<file path="src/sv/svs_pkg.sv">
// Package for the skeletal vertex skinning block: widths, codes, state type.
// No dependencies.
`default_nettype none
package svs_pkg;
    localparam int MaxBonesDefault = 64;
    localparam int PosW  = 32;
    localparam int IdxW  = 6;
    localparam int BiasW = 17;
    localparam int SumW  = 48;
    localparam int JointW = 7 * 32;

    localparam logic FUNC_LOAD   = 1'b0;
    localparam logic FUNC_WEIGHT = 1'b1;

    typedef enum logic [3:0] {
        ST_IDLE, ST_READ, ST_C, ST_D, ST_R, ST_ACC, ST_OUT
    } t_state;

    typedef struct packed {
        logic cap;
        logic ld_c;
        logic ld_d;
        logic ld_r;
        logic acc;
        logic emit;
    } t_cmd;

    // Saturate signed 32-bit to +-1.0 in Q1.30.
    function automatic logic signed [31:0] sat_rot(input logic signed [31:0] v);
        logic signed [31:0] lim;
        lim = 32'sh4000_0000;
        if (v > lim) return lim;
        else if (v < -lim) return -lim;
        else return v;
    endfunction
endpackage
`default_nettype wire

</file>
<file path="src/sv/svs_ctrl.sv">
// Controller FSM for the skinning block.
// Depends on svs_pkg.
`default_nettype none
module svs_ctrl (
    input  wire logic          i_clk,
    input  wire logic          i_rst_n,
    input  wire logic          i_start,
    input  wire logic          i_weight,
    input  wire logic          i_use,
    input  wire logic          i_last,
    input  wire logic          i_out_busy,
    output logic               o_ready,
    output svs_pkg::t_cmd      o_cmd
);
    import svs_pkg::*;
    t_state r_state, n_state;

    always_ff @(posedge i_clk) begin
        if (!i_rst_n) r_state <= ST_IDLE;
        else r_state <= n_state;
    end

    // next state and commands
    always_comb begin
        n_state = r_state;
        o_cmd = '0;
        o_ready = 1'b0;
        case (r_state)
            ST_IDLE: begin
                // no transfer while reset is held
                o_ready = i_rst_n;
                if (i_start) begin
                    o_cmd.cap = 1'b1;
                    if (i_weight) n_state = ST_READ;
                end
            end
            ST_READ: n_state = i_use ? ST_C : ST_OUT;
            ST_C: begin
                o_cmd.ld_c = 1'b1;
                n_state = ST_D;
            end
            ST_D: begin
                o_cmd.ld_d = 1'b1;
                n_state = ST_R;
            end
            ST_R: begin
                o_cmd.ld_r = 1'b1;
                n_state = ST_ACC;
            end
            ST_ACC: begin
                o_cmd.acc = 1'b1;
                n_state = ST_OUT;
            end
            ST_OUT: begin
                if (!i_last) n_state = ST_IDLE;
                else if (!i_out_busy) begin
                    o_cmd.emit = 1'b1;
                    n_state = ST_IDLE;
                end
            end
            default: n_state = ST_IDLE;
        endcase
    end
endmodule
`default_nettype wire

</file>
<file path="config.mk">
export PLATFORM = sky130hd
export DESIGN_NAME = svs_ctrl
export DESIGN_NICKNAME = d
export VERILOG_FILES = /design/src/sv/svs_pkg.sv /design/src/sv/svs_ctrl.sv
export SDC_FILE = /design/constraint.sdc
export NUM_CORES = 1
export LEC_CHECK = 0
export BUFFER_PORTS_ARGS = -buffer_cell sky130_fd_sc_hd__buf_2
export CORE_AREA = 3 3 40 42
export DETAILED_ROUTE_END_ITERATION = 16
export DIE_AREA = 0 0 43 45
export PLACE_DENSITY = 0.35
export SYNTH_ARGS = -nofsm -noshare
export SYNTH_HDL_FRONTEND = slang
export SYNTH_SLANG_ARGS = --single-unit
export TNS_END_PERCENT = 5
</file>
<file path="constraint.sdc">
create_clock -name i_clk -period 1.9 [get_ports i_clk]
set_clock_uncertainty 0.2 [all_clocks]
set_input_delay 0.095 -clock i_clk [delete_from_list [all_inputs] [get_ports i_clk]]
set_output_delay 0.095 -clock i_clk [all_outputs]
set_load 0.005 [all_outputs]
</file>
==> metrics.md <==
| Metric | Value |
|---|---|
| Period Utilization, post-route | between 70% and 80% |
| CTS max path bufs | 2 |
| # setup viols final | 0 |
| Clock Root Buffer | clkbuf_4 |
| Comb power frac | between 20% and 30% |
| Diodes inserted | 0 |
| Row cnt | 13 |
| Status | finished clean |
| RSZ-0062 raised after global routing | no |
| Yosys top cell area share | between 20% and 30% |
| CTS Sinks | 3 |
| Leakage | about 0.00016 uW |
| Final Max Slew Viols | 0 |
| FMAX | between 0.6 and 0.7 GHz |
| Post-Syn Area | between 200 and 250 um^2 |
| CP startpoint | r_state[1]$_SDFFE_PN0P_ |
| Total Wirelength | 549 um |
| Worst stage delay on the critical path | about 510 ps |
| Clk_lat worst skew | approximately 230 ps |
| Total of max-cap violations | 0 |
| CP required | between 1500 and 2000 ps |
| Setup TNS | 0 ps |
| Ports | 14 |
| Syn Area/Cell | 8.13 um^2 |
| Worst-path cell chain | nand2b_1 > nor3_1 > buf_2 |
| Worst Setup Start Kind | register |
| Slew headroom | 75.8% |
| Critical Path Sink Type | primary output |
| Worst Setup Path Type | register to primary output |
| Synth-to-Final Area Change | 42.3% |
| Reg with most FFs | r_state |
| Int Power | about 180 uW |
| DIE HEIGHT | 45 um |
| Die outline width | approximately 43 um |
| Initial antenna violation count | 0 |
| Top flop regs | r_state x3 |
| Top post-synthesis cells by area | dfxtp_1, nor3_1, a2111oi_2 |
| Syn_nets | 35 |
| Port buffer count | 13 |
| Largest net degree at the start of global routing | 12 |
| CP arrival | 1180 ps |
| Register area share after synthesis | 26.4% |
| Worst slew pin tran | around 360 ps |
| DRC viols | 0 |
| Core box area | 1280 um^2 |
| Sequential power share | 34.2% |
| H-tree Lvls | 1 |
| Distinct cells, synth | 19 |
| Most area-hungry cell type in the Yosys netlist | dfxtp_1 |
| Mapped Cells | 28 |
| R2r setup slk | between 600 and 700 ps |
| Power per standard cell area | about 800 nW/um^2 |
| Switching share of power | 29.3% |
| CP max-delay cell | dfxtp_1 |
| FF-to-FF Start | r_state[2]$_SDFFE_PN0P_ |
| Nets@finish | 51 |
| Reg clk slew, reported paths | approximately 40 ps |
| Hold Vio Cnt, Final | 0 |
| HPWL after detailed placement | 408 um |
| Switching Power | around 75 uW |
| Placed Instances | 53 |
| Worst reg2reg path depth | 2 |
| CTS tree | built |
| Cts repair resizes | 0 |
| Peak VDD IR | 0.219 mV |
| Postcts setup bufs | 0 |
| CTS Hold Bufs | 1 |
| Die Area | 1940 um^2 |
| Post-synthesis register bit count | 3 |
| Synth Warn # | 0 |
| Final RePlAce weighted congestion | around 0.66 |
| Share of post-route cells with drive strength above 1 | 41.9% |
| Total grt overflow | 0 |
| TritonRoute pass-1 iters | 3 |
| Vias in the first global route | between 200 and 250 |
| Wirelength per Cell | around 9.5 um |
| CP endpoint | o_cmd[0] |
| Power share of the clock group | a little under half |
| FF-to-FF End | r_state[0]$_SDFFE_PN0P_ |
| Max FO, Critical Path | 11 |
| Initial DRC Count | 5 |
| First-pass GRT wire length | 945 um |
| CTS buffer count | 3 |
| Gr usage total | under 10% |
| Antenna Nets Post-Route | 0 |
| DR vias/cell | roughly 4.2 |
| Non-Filler Instances | 58 |
| Minimum clock period | 1480 ps |
| Initial Utilization | between 10% and 20% |
| Largest register FFs | 3 |
| Hold Crit Class | input pin to register |
| Via count | 245 |
==> Yosys cell counts <==
cell / number
a2111oi_2: 1
a211oi_1: 1
a21o_1: 1
a21oi_1: 1
a21oi_2: 1
and2_1: 2
and3b_1: 1
buf_2: 1
buf_4: 1
buf_6: 1
dfxtp_1: 3
inv_1: 1
nand2_1: 3
nand2b_1: 2
nor2_1: 1
nor3_1: 3
nor3b_1: 2
o211a_1: 1
or2b_1: 1
==> cell type report <==
class	instances	area [um^2]
multi-input combinational	21	140
clock buffer	4	26.3
sequential	3	60.1
inverter	1	3.75
fill	151	961
timing repair buffer	14	75.1
tap	15	18.8
==> critical path, delay by kind of cell (launching register included) <==
kind	cells	cell delay (ps)
buffers and inverters	1	130
AND/OR/NAND/NOR	2	300
flip-flops	1	510
==> routing by layer <==
metal | share of wire [%] | track usage [%] | vias up
li1 | - | - | 127
met1 | 47 | 8.43 | 105
met2 | 41 | 8.98 | 11
met3 | 10 | 2.39 | 2
met4 | 1.8 | 5.42 | 0
met5 | 0 | 0 | -
==> logic make-up (layout without fill, tap and decap cells) <==
group / count (synthesis) / count (layout) / share of synthesized area, %
AOI/OAI and AO/OA: 6 / 6 / 23.6
buffers and inverters: 4 / 19 / 12.1
and+or+nand+nor: 15 / 15 / 37.9
DFF: 3 / 3 / 26.4
==> power groups by stage <==
stage          logic [uW]  registers, uW  clock network, uW
6_report             52.8           87.4                115
2_1_floorplan        52.4           73.1                  0
3_3_place_gp         52.2           87.4                  0
5_1_grt              60.4           90.2                121
3_5_place_dp         52.4           88.6                  0
4_1_cts              54.5           87.3                120
==> how the worst min path moves through the flow <==
stage               startpoint                      end  slack [ps]  cells past startpoint
floorplan           i_out_busy                 o_cmd[0]          30                      1
global placement       i_rst_n  r_state[1]$_SDFFE_PN0P_         190                      3
detailed placement     i_rst_n  r_state[1]$_SDFFE_PN0P_         190                      3
CTS                      i_use  r_state[2]$_SDFFE_PN0P_          10                      4
global route             i_use  r_state[2]$_SDFFE_PN0P_          60                      4
finish                   i_use  r_state[2]$_SDFFE_PN0P_          10                      4
==> through the flow <==
| step | total power (uW) | instance area (um^2) | hold slack [ps] | worst slack [ps] | utilization [%] |
|---|---|---|---|---|---|
| 6_report | 255 | 324 | 13.7 | 425 | 25.2 |
| 4_1_cts | 262 | 324 | 14.8 | 413 | 25.2 |
| 3_5_place_dp | 141 | 288 | 192 | 658 | 22.4 |
| 5_1_grt | 271 | 324 | 59.1 | 336 | 25.2 |
| 3_3_place_gp | 140 | 288 | 188 | 686 | 22.4 |
| 2_1_floorplan | 126 | 228 | 26.5 | 817 | - |
==> layout by cell type (no fill, tap or decap), drive strengths merged, types with 2 or more instances in the layout <==
master	n
buf	13
clkbuf	4
nand2	3
nor3	3
dfxtp	3
nor3b	2
nand2b	2
and2	2
a21oi	2
No activity file was read; power rests on OpenSTA's default activity.
